[src/mhal_pkg.sv]
package mhal_pkg;

  localparam int MAX_RESULTS = 8;
  localparam int CNT_W       = 4;
  localparam int MASK_W      = 8;
  localparam int IDX_W       = 3;

  typedef enum logic {
    OP_ADD    = 1'b0,
    OP_SAMPLE = 1'b1
  } op_t;

  typedef enum logic [1:0] {
    KIND_ADD_OK = 2'd0,
    KIND_FULL   = 2'd1,
    KIND_CHANGE = 2'd2
  } kind_t;

  typedef struct packed {
    logic [7:0]         sensor;
    logic               above;
    logic signed [31:0] limit;
    logic [30:0]        band;
    logic [7:0]         pin;
  } slot_t;

  typedef struct packed {
    kind_t              kind;
    logic [IDX_W-1:0]   slot_index;
    logic [7:0]         out_pin;
    logic               level;
    logic [MASK_W-1:0]  triggered_mask;
    logic               last;
  } res_t;

endpackage

[src/mhal_ifs.sv]
interface mhal_item_if;
  logic               valid;
  logic               ready;
  logic               operation;
  logic [7:0]         sensor_id;
  logic signed [31:0] sample_value;
  logic               above_not_below;
  logic signed [31:0] limit;
  logic [30:0]        band;
  logic [7:0]         pin;

  modport source(output valid, operation, sensor_id, sample_value, above_not_below, limit,
                 band, pin, input ready);
  modport sink(input valid, operation, sensor_id, sample_value, above_not_below, limit,
               band, pin, output ready);
endinterface

interface mhal_result_if;
  logic       valid;
  logic       ready;
  logic [1:0] kind;
  logic [2:0] slot_index;
  logic [7:0] out_pin;
  logic       level;
  logic [7:0] triggered_mask;
  logic       last;

  modport source(output valid, kind, slot_index, out_pin, level, triggered_mask, last,
                 input ready);
  modport sink(input valid, kind, slot_index, out_pin, level, triggered_mask, last,
               output ready);
endinterface

[src/multichannel_hysteresis_alarm.sv]
// Multichannel hysteresis alarm: a table of ALERT_SLOTS alarm slots. An add item takes the
// next free slot (sensor id, above/below direction, Q16.16 limit and band, output pin), clears
// its flag and returns one result; a full table returns one rejection. A sample item is checked
// against the used slots in index order, one slot per cycle while the result side does not
// stall, through a single compare unit fed from the slot memory; each flag change returns one
// result (at most eight per sample) and the final result of an item carries last. A sample
// lasts as long as the scan of the used slots through the memory read port, plus any stalls
// on the result side. Items are taken only while the block is idle. Every result carries
// the triggered flags of slots 0 to 7 as they stand after that result.
module multichannel_hysteresis_alarm #(
  parameter int ALERT_SLOTS = 8
) (
  input logic          clk,
  input logic          rst,
  mhal_item_if.sink    items,
  mhal_result_if.source results
);
  import mhal_pkg::*;

  localparam int IW = (ALERT_SLOTS > 1) ? $clog2(ALERT_SLOTS) : 1;
  localparam int CW = $clog2(ALERT_SLOTS + 1);
  localparam int PW = (ALERT_SLOTS < MASK_W) ? MASK_W : ALERT_SLOTS;

  typedef enum logic [3:0] {
    S_IDLE  = 4'b0001,
    S_ADD   = 4'b0010,
    S_SCAN  = 4'b0100,
    S_FLUSH = 4'b1000
  } state_t;

  typedef struct packed {
    op_t                operation;
    logic [7:0]         sensor_id;
    logic signed [31:0] sample_value;
    logic               above_not_below;
    logic signed [31:0] limit;
    logic [30:0]        band;
    logic [7:0]         pin;
  } item_t;

  state_t                 state;
  item_t                  cur;
  logic [CW-1:0]          used;
  logic [ALERT_SLOTS-1:0] trig;
  logic [ALERT_SLOTS-1:0] trig_next;
  logic [IW-1:0]          scan_idx;
  logic [CNT_W-1:0]       cnt;
  logic                   pend_valid;
  res_t                   pend;
  logic                   out_valid;
  res_t                   out_res;

  // scan and handshake control
  logic                 out_free;
  logic                 out_load;
  logic                 full;
  logic [CW-1:0]        scan_ext;
  logic                 in_range;
  logic                 is_final;
  logic                 hit_raw;
  logic                 hit;
  logic                 stall;
  logic [IW-1:0]        rd_addr;
  logic                 wr_en;
  slot_t                wr_data;
  slot_t                rd_data;
  logic [PW-1:0]        trig_pad;
  logic [MASK_W-1:0]    mask_next;

  mhal_slot_ram #(
    .DEPTH(ALERT_SLOTS),
    .AW   (IW)
  ) u_ram (
    .clk    (clk),
    .wr_en  (wr_en),
    .wr_addr(used[IW-1:0]),
    .wr_data(wr_data),
    .rd_addr(rd_addr),
    .rd_data(rd_data)
  );

  mhal_eval u_eval (
    .slot        (rd_data),
    .triggered   (trig[scan_idx]),
    .sensor_id   (cur.sensor_id),
    .sample_value(cur.sample_value),
    .hit         (hit_raw)
  );

  always_comb begin
    out_free = !out_valid || results.ready;
    full     = (used == CW'(ALERT_SLOTS));
    scan_ext = CW'(scan_idx);
    in_range = (scan_ext < used);
    is_final = ((scan_ext + CW'(1)) == used);
    hit      = (state == S_SCAN) && in_range && hit_raw;
    // a new change needs the held result to move out first
    stall    = hit && pend_valid && !out_free;

    // output register loads on an add, on a held change handed on, or on the final flush
    out_load = ((state == S_ADD) && out_free) ||
               (hit && !stall && pend_valid && (cnt < CNT_W'(MAX_RESULTS))) ||
               ((state == S_FLUSH) && pend_valid && out_free);

    // read address runs one slot ahead so the memory delivers a slot every cycle while the scan is not stalled
    if (state == S_IDLE) begin
      rd_addr = '0;
    end else if (state == S_SCAN && in_range && !stall && !is_final) begin
      rd_addr = scan_idx + IW'(1);
    end else begin
      rd_addr = scan_idx;
    end

    wr_en           = (state == S_ADD) && out_free && !full;
    wr_data.sensor  = cur.sensor_id;
    wr_data.above   = cur.above_not_below;
    wr_data.limit   = cur.limit;
    wr_data.band    = cur.band;
    wr_data.pin     = cur.pin;

    trig_next = trig;
    if (hit && !stall) begin
      trig_next[scan_idx] = ~trig[scan_idx];
    end
    if (wr_en) begin
      trig_next[used[IW-1:0]] = 1'b0;
    end
    trig_pad  = PW'(trig_next);
    mask_next = trig_pad[MASK_W-1:0];
  end

  always_ff @(posedge clk) begin
    if (rst) begin
      state      <= S_IDLE;
      used       <= '0;
      trig       <= '0;
      scan_idx   <= '0;
      cnt        <= '0;
      pend_valid <= 1'b0;
      out_valid  <= 1'b0;
    end else begin
      trig <= trig_next;
      if (out_load) begin
        out_valid <= 1'b1;
      end else if (out_valid && results.ready) begin
        out_valid <= 1'b0;
      end
      unique case (state)
        S_IDLE: begin
          if (items.valid) begin
            cur.operation       <= op_t'(items.operation);
            cur.sensor_id       <= items.sensor_id;
            cur.sample_value    <= items.sample_value;
            cur.above_not_below <= items.above_not_below;
            cur.limit           <= items.limit;
            cur.band            <= items.band;
            cur.pin             <= items.pin;
            scan_idx            <= '0;
            cnt                 <= '0;
            state <= (op_t'(items.operation) == OP_ADD) ? S_ADD : S_SCAN;
          end
        end
        S_ADD: begin
          if (out_free) begin
            out_res.triggered_mask     <= mask_next;
            out_res.level              <= 1'b0;
            out_res.last               <= 1'b1;
            if (full) begin
              out_res.kind       <= KIND_FULL;
              out_res.slot_index <= '0;
              out_res.out_pin    <= '0;
            end else begin
              out_res.kind       <= KIND_ADD_OK;
              out_res.slot_index <= IDX_W'(used);
              out_res.out_pin    <= cur.pin;
              used               <= used + CW'(1);
            end
            state <= S_IDLE;
          end
        end
        S_SCAN: begin
          if (!in_range) begin
            state <= S_FLUSH;
          end else if (!stall) begin
            if (hit && cnt < CNT_W'(MAX_RESULTS)) begin
              // hand the held result on, then hold this one until we know if it is the last
              if (pend_valid) begin
                out_res <= pend;
              end
              pend.kind           <= KIND_CHANGE;
              pend.slot_index     <= IDX_W'(scan_idx);
              pend.out_pin        <= rd_data.pin;
              pend.level          <= ~trig[scan_idx];
              pend.triggered_mask <= mask_next;
              pend.last           <= 1'b0;
              pend_valid          <= 1'b1;
              cnt                 <= cnt + CNT_W'(1);
            end
            if (is_final) begin
              state <= S_FLUSH;
            end else begin
              scan_idx <= scan_idx + IW'(1);
            end
          end
        end
        S_FLUSH: begin
          if (!pend_valid) begin
            state <= S_IDLE;
          end else if (out_free) begin
            out_res.kind           <= pend.kind;
            out_res.slot_index     <= pend.slot_index;
            out_res.out_pin        <= pend.out_pin;
            out_res.level          <= pend.level;
            out_res.triggered_mask <= pend.triggered_mask;
            out_res.last           <= 1'b1;
            pend_valid             <= 1'b0;
            state                  <= S_IDLE;
          end
        end
        default: begin
          state <= S_IDLE;
        end
      endcase
    end
  end

  assign items.ready            = (state == S_IDLE);
  assign results.valid          = out_valid;
  assign results.kind           = out_res.kind;
  assign results.slot_index     = out_res.slot_index;
  assign results.out_pin        = out_res.out_pin;
  assign results.level          = out_res.level;
  assign results.triggered_mask = out_res.triggered_mask;
  assign results.last           = out_res.last;

`ifndef NO_ASSERTIONS
  // table fill never passes the slot count
  a_used_bound: assert property (@(posedge clk) disable iff (rst)
    used <= CW'(ALERT_SLOTS))
    else $error("slot fill count beyond table size");

  // a held change result only exists while a sample is in progress
  a_pend_state: assert property (@(posedge clk) disable iff (rst)
    pend_valid |-> (state == S_SCAN || state == S_FLUSH))
    else $error("held result outside a sample scan");

  // no more than eight change results per sample
  a_cnt_bound: assert property (@(posedge clk) disable iff (rst)
    cnt <= CNT_W'(MAX_RESULTS))
    else $error("result count beyond limit");

  // an add on a full table produces a rejection on the next cycle
  a_full_reject: assert property (@(posedge clk) disable iff (rst)
    (state == S_ADD && out_free && full) |=>
      (results.valid && results.kind == KIND_FULL && results.last))
    else $error("full table add not rejected");
`endif

endmodule

[src/mhal_slot_ram.sv]
module mhal_slot_ram #(
  parameter int DEPTH = 8,
  parameter int AW    = 3
) (
  input  logic            clk,
  input  logic            wr_en,
  input  logic [AW-1:0]   wr_addr,
  input  mhal_pkg::slot_t wr_data,
  input  logic [AW-1:0]   rd_addr,
  output mhal_pkg::slot_t rd_data
);
  import mhal_pkg::*;

  slot_t mem [DEPTH];

  always_ff @(posedge clk) begin
    if (wr_en) begin
      mem[wr_addr] <= wr_data;
    end
  end

  // registered read port
  always_ff @(posedge clk) begin
    rd_data <= mem[rd_addr];
  end

endmodule

[src/mhal_eval.sv]
module mhal_eval (
  input  mhal_pkg::slot_t    slot,
  input  logic               triggered,
  input  logic [7:0]         sensor_id,
  input  logic signed [31:0] sample_value,
  output logic               hit
);
  import mhal_pkg::*;

  logic signed [33:0] value_x;
  logic signed [33:0] limit_x;
  logic signed [33:0] band_x;
  logic signed [33:0] target;
  logic               want_gt;
  logic               change;

  always_comb begin
    value_x = 34'(sample_value);
    limit_x = 34'(slot.limit);
    band_x  = signed'({3'b000, slot.band});
    // release point sits one band past the limit, away from the alarm side
    if (!triggered) begin
      target = limit_x;
    end else if (slot.above) begin
      target = limit_x - band_x;
    end else begin
      target = limit_x + band_x;
    end
    want_gt = slot.above ^ triggered;
    change  = want_gt ? (value_x > target) : (value_x < target);
    hit     = (slot.sensor == sensor_id) && change;
  end

endmodule

[src/flat_wrapper.sv]
// flat-port wrapper written by rule: the top's interface ports become plain ports
module multichannel_hysteresis_alarm_flat import mhal_pkg::*;
#(
  parameter int ALERT_SLOTS = 8
)
  (clk, rst, items_valid, items_operation, items_sensor_id, items_sample_value, items_above_not_below, items_limit, items_band, items_pin, items_ready, results_valid, results_kind, results_slot_index, results_out_pin, results_level, results_triggered_mask, results_last, results_ready);
  mhal_item_if items_i ();
  mhal_result_if results_i ();
  input logic clk;
  input logic rst;
  input wire logic [$bits(items_i.valid)-1:0] items_valid;
  input wire logic [$bits(items_i.operation)-1:0] items_operation;
  input wire logic [$bits(items_i.sensor_id)-1:0] items_sensor_id;
  input wire logic [$bits(items_i.sample_value)-1:0] items_sample_value;
  input wire logic [$bits(items_i.above_not_below)-1:0] items_above_not_below;
  input wire logic [$bits(items_i.limit)-1:0] items_limit;
  input wire logic [$bits(items_i.band)-1:0] items_band;
  input wire logic [$bits(items_i.pin)-1:0] items_pin;
  output wire logic [$bits(items_i.ready)-1:0] items_ready;
  output wire logic [$bits(results_i.valid)-1:0] results_valid;
  output wire logic [$bits(results_i.kind)-1:0] results_kind;
  output wire logic [$bits(results_i.slot_index)-1:0] results_slot_index;
  output wire logic [$bits(results_i.out_pin)-1:0] results_out_pin;
  output wire logic [$bits(results_i.level)-1:0] results_level;
  output wire logic [$bits(results_i.triggered_mask)-1:0] results_triggered_mask;
  output wire logic [$bits(results_i.last)-1:0] results_last;
  input wire logic [$bits(results_i.ready)-1:0] results_ready;
  assign items_i.valid = items_valid;
  assign items_i.operation = items_operation;
  assign items_i.sensor_id = items_sensor_id;
  assign items_i.sample_value = items_sample_value;
  assign items_i.above_not_below = items_above_not_below;
  assign items_i.limit = items_limit;
  assign items_i.band = items_band;
  assign items_i.pin = items_pin;
  assign items_ready = items_i.ready;
  assign results_valid = results_i.valid;
  assign results_kind = results_i.kind;
  assign results_slot_index = results_i.slot_index;
  assign results_out_pin = results_i.out_pin;
  assign results_level = results_i.level;
  assign results_triggered_mask = results_i.triggered_mask;
  assign results_last = results_i.last;
  assign results_i.ready = results_ready;
  multichannel_hysteresis_alarm #(.ALERT_SLOTS(ALERT_SLOTS)) u_core (.clk(clk), .rst(rst), .items(items_i), .results(results_i));
endmodule
[config.mk]
export PLATFORM = sky130hd
export DESIGN_NAME = multichannel_hysteresis_alarm_flat
export DESIGN_NICKNAME = d
export VERILOG_FILES = /design/src/mhal_pkg.sv /design/src/mhal_ifs.sv /design/src/multichannel_hysteresis_alarm.sv /design/src/mhal_slot_ram.sv /design/src/mhal_eval.sv /design/src/flat_wrapper.sv
export SDC_FILE = /design/constraint.sdc
export NUM_CORES = 1
export LEC_CHECK = 0
export ABC_AREA = 1
export BUFFER_PORTS_ARGS = -buffer_cell sky130_fd_sc_hd__buf_4
export CAP_MARGIN = 20
export CORE_ASPECT_RATIO = 1.4
export CORE_MARGIN = 4
export CORE_UTILIZATION = 25
export DETAILED_ROUTE_END_ITERATION = 12
export GPL_TIMING_DRIVEN = 0
export HOLD_SLACK_MARGIN = 0.06
export PLACE_DENSITY_LB_ADDON = 0.25
export SLEW_MARGIN = 20
export SYNTH_ARGS = -nofsm -noshare
export SYNTH_HDL_FRONTEND = slang
export SYNTH_SLANG_ARGS = --single-unit
[constraint.sdc]
create_clock -name clk -period 19.52 [get_ports clk]
set_input_delay 0 -clock clk [delete_from_list [all_inputs] [get_ports clk]]
set_output_delay 0 -clock clk [all_outputs]
set_load 0.01 [all_outputs]
# Word-level counts from Yosys, hierarchy flattened
# Memory sizes are Yosys's and may differ from the RTL's. A register that Yosys moved wholly into a read port is not among the register bits.
# Cells that the tools add are included.
dict set report op_classes {
  mux 51
  n_reduce_logical 38
  bitwise_logic 7
  n_mul 0
  n_shift 0
  div 0
  n_addsub 6
  eq_ne 18
  n_lt_le_gt_ge 8
}
# cell n
set ops {}
lappend ops {{$mux W23} 7}
lappend ops {{$pmux W23 S3} 1}
lappend ops {{$mux W34} 2}
lappend ops {{$mux W4} 10}
lappend ops {{$gt A32 B34 Y1} 1}
lappend ops {{$lt A32 B34 Y1} 1}
lappend ops {{$add A32 B32 Y33} 1}
lappend ops {{$sub A32 B32 Y33} 1}
lappend ops {{$mux W3} 7}
lappend ops {{$logic_and A1 B1 Y1} 18}
lappend ops {{$mux W8} 2}
lappend ops {{$pmux W4 S4} 1}
lappend ops {{$reduce_and A5 Y1} 3}
lappend ops {{$mux W1} 13}
lappend ops {{$mux W12} 1}
lappend ops {{$ne A2 B1 Y1 const B} 5}
lappend ops {{$reduce_and A3 Y1} 3}
lappend ops {{$reduce_and A9 Y1} 1}
lappend ops {{$add A4 B1 Y4 const B} 2}
lappend ops {{$and A8 B8 Y8} 1}
lappend ops {{$bwmux W8} 1}
lappend ops {{$eq A4 B4 Y1 const B} 2}
lappend ops {{$eq A8 B8 Y1} 1}
lappend ops {{$lt A3 B4 Y1 const B} 2}
lappend ops {{other kinds (24)} 41}
dict set report totals {
  in_bits 117
  elab_cells 152
  memories 1
  latchBits 0
  ram_bits 640
  regBits 180
  output_inout_bits 25
  mem_bits_ro 0
}
# memory words width rd rd_ports_with_merged_regs write_ports line_no
set memory_table {}
lappend memory_table {u_core.u_ram.mem 8 80 1 1 1 mhal_slot_ram.sv:14} ;# slot_t mem [DEPTH];

# Logic depth before layout (Yosys ltp)
# Gate-level depths: netlist (run 1).
dict set report depth {
  depth_word 16
  ltp_mapped 48
  mapped_depth_nobuf 46
}

# By module
# Synthesis (run 1) repeated with hierarchy kept, for this count alone.
dict set report unflattened {
  cells_unflattened 4120
  hier_area_um2 40495.1
}
# module cells_per_inst area_each_um2 instances
set by_module_without_submodules {}
lappend by_module_without_submodules {mhal_slot_ram 2863 29512.1 1}
lappend by_module_without_submodules {multichannel_hysteresis_alarm 497 6691.4 1}
lappend by_module_without_submodules {mhal_eval 760 4291.6 1}

# Worst setup path after synthesis (run 1)
# No wires, ideal clock.
dict set report synth_timing {
  kind {register -> register}
  from {reg u_core.state[3]}
  to {reg u_core.cur[0] in the netlist's numbering (enable)}
  synth_period_minus_slack_ns 9.515
  path_stages_with_launch 7
  setup_slack_ns 10.005
  n_path_buf 3
  arrival_time_ns 8.795
  cell_sequence {dfxtp_1 -> nor2_1 -> nand3_1 -> clkbuf_1 -> clkbuf_1 -> clkbuf_1 -> nor3_1}
}
dict set report synth_via {
  elab_chain_cells 2
}
# element line_no
set synth_lines {}
lappend synth_lines {{from (decl)} multichannel_hysteresis_alarm.sv:41} ;# state_t state;
lappend synth_lines {{from (signal assigned)} multichannel_hysteresis_alarm.sv:160} ;# state <= (op_t'(items.operation) == OP_ADD) ? S_ADD : S_SCAN;
lappend synth_lines {{$eq A4 B1 Y1} multichannel_hysteresis_alarm.sv:148} ;# unique case (state)
lappend synth_lines {{$reduce_and A3 Y1 (no line)} -}
lappend synth_lines {{to (decl)} multichannel_hysteresis_alarm.sv:42} ;# item_t cur;
# Every way passes these cells.
# A chain may end at the register's enable or synchronous reset.

# Worst setup path after layout (run 1)
dict set report layout_timing {
  from {reg, netlist name u_core.u_ram.rd_data[8]}
  to {reg, netlist name u_core.u_ram.rd_data[26]}
}
dict set report layout_via {
  elab_chain_cells 14
}
# element line_no
set layout_lines {}
lappend layout_lines {{$add A32 B32 Y33 or $sub A32 B32 Y33 (tied branches)} {mhal_eval.sv:27, mhal_eval.sv:25}}
lappend layout_lines {{$mux W34 (*)} mhal_eval.sv:24} ;# end else if (slot.above) begin
lappend layout_lines {{$mux W34 (*)} mhal_eval.sv:22} ;# if (!triggered) begin
lappend layout_lines {{$lt A32 B34 Y1 or $gt A32 B34 Y1 (tied branches)} mhal_eval.sv:30} ;# change = want_gt ? (value_x > target) : (value_x < target);
lappend layout_lines {{$mux W1 (*)} mhal_eval.sv:30}
lappend layout_lines {{$logic_and A1 B1 Y1 (*)} mhal_eval.sv:31} ;# hit = (slot.sensor == sensor_id) && change;
lappend layout_lines {{$logic_and A1 B1 Y1 (*)} multichannel_hysteresis_alarm.sv:96} ;# hit = (state == S_SCAN) && in_range && hit_raw;
lappend layout_lines {{$logic_and A1 B1 Y1 (*) (2 in series)} multichannel_hysteresis_alarm.sv:98} ;# stall = hit && pend_valid && !out_free;
lappend layout_lines {{$logic_not A1 Y1 (*)} multichannel_hysteresis_alarm.sv:108} ;# end else if (state == S_SCAN && in_range && !stall && !is_final) begin
lappend layout_lines {{$logic_and A1 B1 Y1 (*) (2 in series)} multichannel_hysteresis_alarm.sv:108}
lappend layout_lines {{$mux W3 (*)} multichannel_hysteresis_alarm.sv:108}
lappend layout_lines {{$mux W3 (*)} multichannel_hysteresis_alarm.sv:106} ;# if (state == S_IDLE) begin
# Every way passes the cells marked *; elsewhere a longest branch is shown, timed or not.

==> results of run 1 <==
-- state kept, by name, summed over array words and instances (netlist names) --
register / flops
u_core.u_ram.mem: 640
u_core.cur: 112
u_core.u_ram.rd_data: 80
u_core.pend: 20
u_core.results.out_pin: 8
u_core.results.triggered_mask: 8
u_core.trig: 8
u_core.cnt: 4
u_core.state: 4
u_core.used: 4
u_core.results.slot_index: 3
u_core.scan_idx: 3
u_core.results.kind: 2
u_core.pend_valid: 1
u_core.results.last: 1
u_core.results.level: 1
u_core.results.valid: 1
-- power by group through the flow --
stage	Sequential [mW]	Combinational [mW]	Clock [mW]
after floorplan	2.21	0.180	0
after global placement	2.25	0.331	0
after detailed placement	2.24	0.342	0
after CTS	2.20	0.381	1.92
after global routing	2.20	0.413	2.00
final	2.19	0.376	1.87
-- layout make-up --
type                    instances  share of cell area
flip-flops and latches        900               0.512
multi-input cells            2117               0.214
repair buffers                418              0.0818
inverters                     791              0.0587
clock buffers                 132              0.0545
well taps                    2112              0.0521
plain buffers                 208              0.0181
clock inverters                54             0.00920
diodes                          2           0.0000986
-- stage by stage --
step | total power [mW] | worst slack, ns | instances | instance area [µm²] | util
6_report | 4.44 | 11.44 | 6734 | 50700 | 0.315
5_1_grt | 4.61 | 10.79 | 6733 | 50700 | 0.315
4_1_cts | 4.50 | 11.45 | 6732 | 50700 | 0.315
3_5_place_dp | 2.58 | 11.49 | 6315 | 45200 | 0.281
3_3_place_gp | 2.58 | 1.78 | 6269 | 44300 | 0.275
2_1_floorplan | 2.39 | 10.01 | 4016 | 40600 | -
-- worst register-to-register path: cells and delay by family (launching register included) --
kind                       cells  cell delay [ns]
AOI/OAI and AO/OA              5             1.17
xor gates and xnor gates       1             0.34
adders and majority gates      2             0.68
buffers and inverters          4             1.33
DFF                            1             0.33
and+or+nand+nor               32             4.08
-- timing repair --
action / in CTS / in global routing
hold buffers: 231 / 0
hold endpoints to repair: 186 / 0
endpoints found under the setup margin: 0 / 0
-- metal layers --
metal,wire (µm),GRT usage,vias to the layer above
li1,-,-,14500
met3,6640,0.0237,217
met1,52500,0.180,14200
met4,4180,0.0533,0
met5,0,0,-
met2,60800,0.250,776
-- kinds of logic after synthesis --
family | Yosys count | synth area share
AO/OA/AOI/OAI | 179 | 0.0248
XOR/XNOR | 63 | 0.0138
adder cells (fa/ha/maj) | 74 | 0.0230
buffers and inverters | 999 | 0.0955
flip-flops | 900 | 0.639
multiplexers | 14 | 0.00345
AND/OR/NAND/NOR | 1787 | 0.200
-- worst min-delay path by stage --
stage / start / to / slack (ns) / cells past startpoint
final: items_valid / u_core.state[0]$_SDFFE_PP1P_ / 0.26 / 5
after global routing: items_valid / u_core.state[0]$_SDFFE_PP1P_ / 0.28 / 5
after CTS: items_valid / u_core.state[0]$_SDFFE_PP1P_ / 0.18 / 5
after detailed placement: items_sample_value[28] / u_core.cur[100]$_DFFE_PP_ / 0.18 / 1
after global placement: items_sample_value[29] / u_core.cur[101]$_DFFE_PP_ / 0.18 / 1
after floorplan: items_pin[0] / u_core.cur[0]$_DFFE_PP_ / 0.1 / 0
-- cells in the mapped netlist, types with 2 or more instances --
master,n
o31ai_1,3
buf_2,61
o21ai_1,7
ha_1,73
a21boi_1,2
clkinv_1,3
a31oi_1,8
mux2i_1,14
xnor2_1,23
inv_2,8
a221oi_1,2
nor4_1,7
nand3_2,2
a21oi_1,73
buf_4,15
o221ai_1,2
dfxtp_1,105
a21boi_0,2
buf_1,12
nand4_1,330
xor2_1,39
edfxtp_1,795
o21bai_1,2
o21ai_0,57
nor3_1,20
nor3_2,2
nand2_1,924
nand2_4,2
nand2_2,2
a2111oi_0,2
or2_2,7
o211ai_1,5
inv_1,780
nor2_1,119
nand3_1,365
clkbuf_1,120
a21o_1,5
o21a_1,3
==> flow_metrics.env, run 1 <==
export IMPL_outcome="finished clean"
export IMPL_slowest_delay_ns=0.59
export IMPL_die_area_um2=169000
export IMPL_final_cell_mix="nand2_1 (924), edfxtp_1 (795), inv_1 (778)"
export IMPL_fin_nets=4727
export IMPL_synth_top_area_frac=0.587
export IMPL_sequentialPowerShare=0.494
export IMPL_synth_area_um2=40600
export IMPL_crit_family="simple AND/OR/NAND/NOR gates"
export IMPL_area_growth_pct=24.9
export IMPL_die_x_um=349
export IMPL_hold_slack_ns=0.262
export IMPL_p_sw_frac=0.251
export IMPL_synth_cells=4016
export IMPL_avgSynthCellArea_um2=10.1
export IMPL_post_cts_buffers=0
export IMPL_end_kind="flip-flop"
export IMPL_core_area_um2=161000
export IMPL_route_vias_total=29600
export IMPL_routed_via_density=4.40
export IMPL_rows=174
export IMPL_power_density_nw_per_um2=87.5
export IMPL_reg2reg_depth=44
export IMPL_synth_edf_count=795
export IMPL_clk_latency_ns=0.72
export IMPL_slew_violations=0
export IMPL_fin_crit_sh=0.414
export IMPL_regArea_um2=26000
export IMPL_r2r_end="u_core.u_ram.rd_data[26]$_DFF_P_"
export IMPL_io_buffers=141
export IMPL_drc_errors=0
export IMPL_hpwl_mm=86.8
export IMPL_layout_commonest_cell="nand2_1"
export IMPL_grt_pass1_vias=29300
export IMPL_startpoint="u_core.u_ram.rd_data[8]$_DFF_P_"
export IMPL_multi_input_area_um2=10800
export IMPL_synth_distinct_cells=53
export IMPL_fmax_ghz=0.124
export IMPL_synth_warnings=0
export IMPL_cts_made_buffers=100
export IMPL_ys_top_cells_by_area="edfxtp_1 (59%), nand2_1 (8.5%), inv_1 (7.2%), dfxtp_1 (5.2%), nand4_1 (5.1%)"
export IMPL_drt_wl_total_mm=124
export IMPL_ys_dominant_reg_cell="edfxtp_1"
export IMPL_fill_cells=16600
export IMPL_cp_num_cells=44
export IMPL_tns_ns=0
export IMPL_drive_gt1_frac=0.0989
export IMPL_yosysTopAreaCell="edfxtp_1"
export IMPL_hp_class="input port to flip-flop"
export IMPL_clkSlewWorstSetupHoldPaths_ns=0.06
export IMPL_drv_cap=0
export IMPL_ir_drop_uv=68.9
export IMPL_power_frac_comb=0.085
export IMPL_max_slew_margin=0.232
export IMPL_grt_first_pass_wirelength_mm=183
export IMPL_critical_path_class="flip-flop to flip-flop"
export IMPL_worst_slew_pin_slew_ns=1.15
export IMPL_p_clk_frac=0.421
export IMPL_rsz0062_at_grt="no"
export IMPL_p_leak_nw=21.5
export IMPL_gp_congestion=0.855
export IMPL_ctsResizeCount=0
export IMPL_cts_tree="done"
export IMPL_crit_path_max_fanout=10
export IMPL_p_int_mw=3.33
export IMPL_io_pins=142
export IMPL_ant_nets=0
export IMPL_synth_seq_cells=900
export IMPL_endpoint="u_core.u_ram.rd_data[26]$_DFF_P_"
export IMPL_clock_skew_ns=0.0244
export IMPL_yosysSeqAreaShare=0.639
export IMPL_grt_overflow_total=0
export IMPL_period_needed_ns=8.08
export IMPL_setup_viol=0
export IMPL_syn_nets=4207
export IMPL_cts_max_level=3
export IMPL_grt_max_degree=43
export IMPL_p_sw_mw=1.11
export IMPL_cpMaxStageDelayCell="clkbuf_1"
export IMPL_hold_violations=0
export IMPL_wl_per_cell_um=18.4
export IMPL_die_height_um=485
export IMPL_gr_usage_all_layers=0.144
export IMPL_cpMostUsedCell="nand2_1"
export IMPL_required_ns=20.09
export IMPL_clk_path_buf_depth=3
export IMPL_drtIter0Drc=1808
export IMPL_grt_antenna_before_repair=5
export IMPL_critPathArrivalTime_ns=8.64
export IMPL_cts_root_buf="clkbuf_16"
export IMPL_initial_utilization=0.252
export IMPL_crit_path_start_kind="flip-flop"
export IMPL_reg2reg_from="u_core.u_ram.rd_data[8]$_DFF_P_"
export IMPL_cts_sinks=900
export IMPL_critPathBufInv=4
export IMPL_first_pass_iters=5
export IMPL_r2r_slack_ns=11.44
export IMPL_async_flop_share=0
Note: power is estimated with default switching activity, not from simulation.
==> inputs of run 2 (changes only) <==
==> constraint.sdc (replaced) <==
create_clock -name clk -period 8.1 [get_ports clk]
set_input_delay 0 -clock clk [delete_from_list [all_inputs] [get_ports clk]]
set_output_delay 0 -clock clk [all_outputs]
set_load 0.01 [all_outputs]
==> flow_metrics.env, run 2 (synthesized netlist as in run 1, its figures left out) <==
export IMPL_reg2reg_from="u_core.u_ram.rd_data[71]$_DFF_P_"
export IMPL_dp_cells=6312
export IMPL_setup_viol=0
export IMPL_cts_max_level=3
export IMPL_drc_errors=0
export IMPL_initial_utilization=0.252
export IMPL_io_pins=142
export IMPL_clk_latency_ns=0.71
export IMPL_r2r_slack_ns=0.67
export IMPL_io_buffers=141
export IMPL_slew_violations=0
export IMPL_grt_first_pass_wirelength_mm=184
export IMPL_ant_nets=0
export IMPL_reg2reg_depth=39
export IMPL_top_regs="u_core.u_ram.mem x640, u_core.cur x112, u_core.u_ram.rd_data x80"
export IMPL_busiest_layer="met2"
export IMPL_cts_made_buffers=99
export IMPL_use_met3=0.0211
export IMPL_fin_cells=6731
export IMPL_end_kind="flip-flop"
export IMPL_die_area_um2=169000
export IMPL_clock_skew_ns=0.0289
export IMPL_hold_start="items_valid"
export IMPL_slowest_delay_ns=0.65
export IMPL_clkSlewWorstSetupHoldPaths_ns=0.06
export IMPL_place_area_um2=45200
export IMPL_power_density_nw_per_um2=210
export IMPL_max_slew_margin=0.213
export IMPL_hold_violations=0
export IMPL_period_needed_ns=7.43
export IMPL_critPathBufInv=7
export IMPL_first_pass_iters=5
export IMPL_crit_family="simple AND/OR/NAND/NOR gates"
export IMPL_drv_cap=0
export IMPL_drive_gt1_frac=0.115
export IMPL_final_cell_mix="nand2_1 (924), edfxtp_1 (795), inv_1 (778)"
export IMPL_crit_path_start_kind="flip-flop"
export IMPL_wl_per_cell_um=18.6
export IMPL_largest_reg_flops=640
export IMPL_cts_root_buf="clkbuf_16"
export IMPL_fill_cells=16500
export IMPL_hpwl_mm=86.9
export IMPL_drtIter0Drc=1967
export IMPL_p_leak_nw=21.8
export IMPL_layout_commonest_cell="nand2_1"
export IMPL_fin_util=0.317
export IMPL_critical_path_class="flip-flop to flip-flop"
export IMPL_clk_path_buf_depth=3
export IMPL_routed_via_density=4.41
export IMPL_hp_class="input port to flip-flop"
export IMPL_cp_num_cells=39
export IMPL_gr_usage_all_layers=0.145
export IMPL_hold_slack_ns=0.277
export IMPL_die_height_um=485
export IMPL_die_x_um=349
export IMPL_worst_slew_pin_slew_ns=1.18
export IMPL_hold_depth=5
export IMPL_grt_pass1_vias=28900
export IMPL_grtUsageMet1=0.184
export IMPL_ir_drop_uv=172
export IMPL_route_vias_total=29700
export IMPL_r2r_end="u_core.u_ram.rd_data[25]$_DFF_P_"
export IMPL_rows=174
export IMPL_cts_tree="done"
export IMPL_cpMostUsedCell="nand2_1"
export IMPL_grt_max_degree=44
export IMPL_fin_crit_sh=0.918
export IMPL_min_to="u_core.cnt[3]$_SDFFE_PP0P_"
export IMPL_grt_use_met2=0.248
export IMPL_fmax_ghz=0.135
export IMPL_fin_nets=4724
export IMPL_grt_antenna_before_repair=4
export IMPL_top_register="u_core.u_ram.mem"
export IMPL_critPathArrivalTime_ns=8.05
export IMPL_power_mw=10.8
export IMPL_cts_sinks=900
export IMPL_outcome="finished clean"
export IMPL_gp_congestion=0.860
export IMPL_crit_path_max_fanout=10
export IMPL_area_growth_pct=25.8
export IMPL_final_area_um2=51100
export IMPL_drt_wl_total_mm=125
export IMPL_required_ns=8.72
export IMPL_core_area_um2=161000
export IMPL_cpMaxStageDelayCell="dfxtp_1"
export IMPL_grt_overflow_total=0
[run 2: changes by cell type in the layout (fill, tap and decap cells not counted), moves of 8 or more]
cell / before / now
buf_1: 12 / 2
buf_2: 64 / 47
clkbuf_2: 3 / 66
clkbuf_4: 0 / 16
clkbuf_1: 137 / 82
buf_4: 168 / 155
buf_12: 14 / 22
buf_8: 2 / 14
[run 2: repair_timing]
action / 4_1_cts / 5_1_grt
hold buffers: 231 / 0
buffers inserted: 5 / 0
endpoints found under the hold margin: 183 / 0
endpoints found under the setup margin: 6 / 108
pin swaps: 2 / 1
gates resized for setup: 2 / 180
[run 2: how the worst max path moves through the flow]
stage                                     start                                to
2_1_floorplan  u_core.u_ram.rd_data[10]$_DFF_P_  u_core.results.kind[0]$_DFFE_PP_
3_3_place_gp       u_core.state[3]$_SDFFE_PP0P_          u_core.cur[93]$_DFFE_PP_
3_5_place_dp    u_core.u_ram.rd_data[8]$_DFF_P_  u_core.u_ram.rd_data[30]$_DFF_P_
4_1_cts         u_core.u_ram.rd_data[8]$_DFF_P_  u_core.u_ram.rd_data[29]$_DFF_P_
5_1_grt         u_core.u_ram.rd_data[8]$_DFF_P_  u_core.u_ram.rd_data[31]$_DFF_P_
6_report       u_core.u_ram.rd_data[71]$_DFF_P_  u_core.u_ram.rd_data[25]$_DFF_P_
[run 2: per-layer routing]
metal	routed length, µm	part of all wire	vias up
met5	0	0	-
met4	4150	0.033	0
met3	6820	0.055	202
met2	60900	0.49	876
met1	53000	0.42	14200
li1	-	-	14500
[run 2: power by group]
| part | internal (mW) | switching (mW) |
|---|---|---|
| registers | 5.17 | 0.123 |
| clock network | 2.64 | 1.90 |
| logic | 0.287 | 0.640 |
| total | 8.09 | 2.66 |
[run 2: cell type report]
type                       instances  area [µm²]  share of cell area
buffer                           204        1100              0.0215
sequential                       900       26000               0.508
clock inverter                    41         384             0.00752
multi-input combinational       2117       10900               0.213
clock buffer                     144        2890              0.0565
inverter                         791        2990              0.0584
tap                             2112        2640              0.0517
timing repair buffer             420        4250              0.0831
antenna                            2        5.00           0.0000979
[run 2: stage by stage]
step	setup slack, ns	TNS (ns)
4_1_cts	0.0121	0
2_1_floorplan	0.134	0
6_report	0.665	0
5_1_grt	-0.0296	-0.260
3_5_place_dp	0.0257	0
3_3_place_gp	-3.36	-1026.93
[run 2: tightest hold or removal path, cell delays in order]
cell and delay [ns]:
dlygate4sd3_1 0.53, buf_4 0.12, inv_1 0.06, o21ai_0 0.16, a21oi_1 0.05
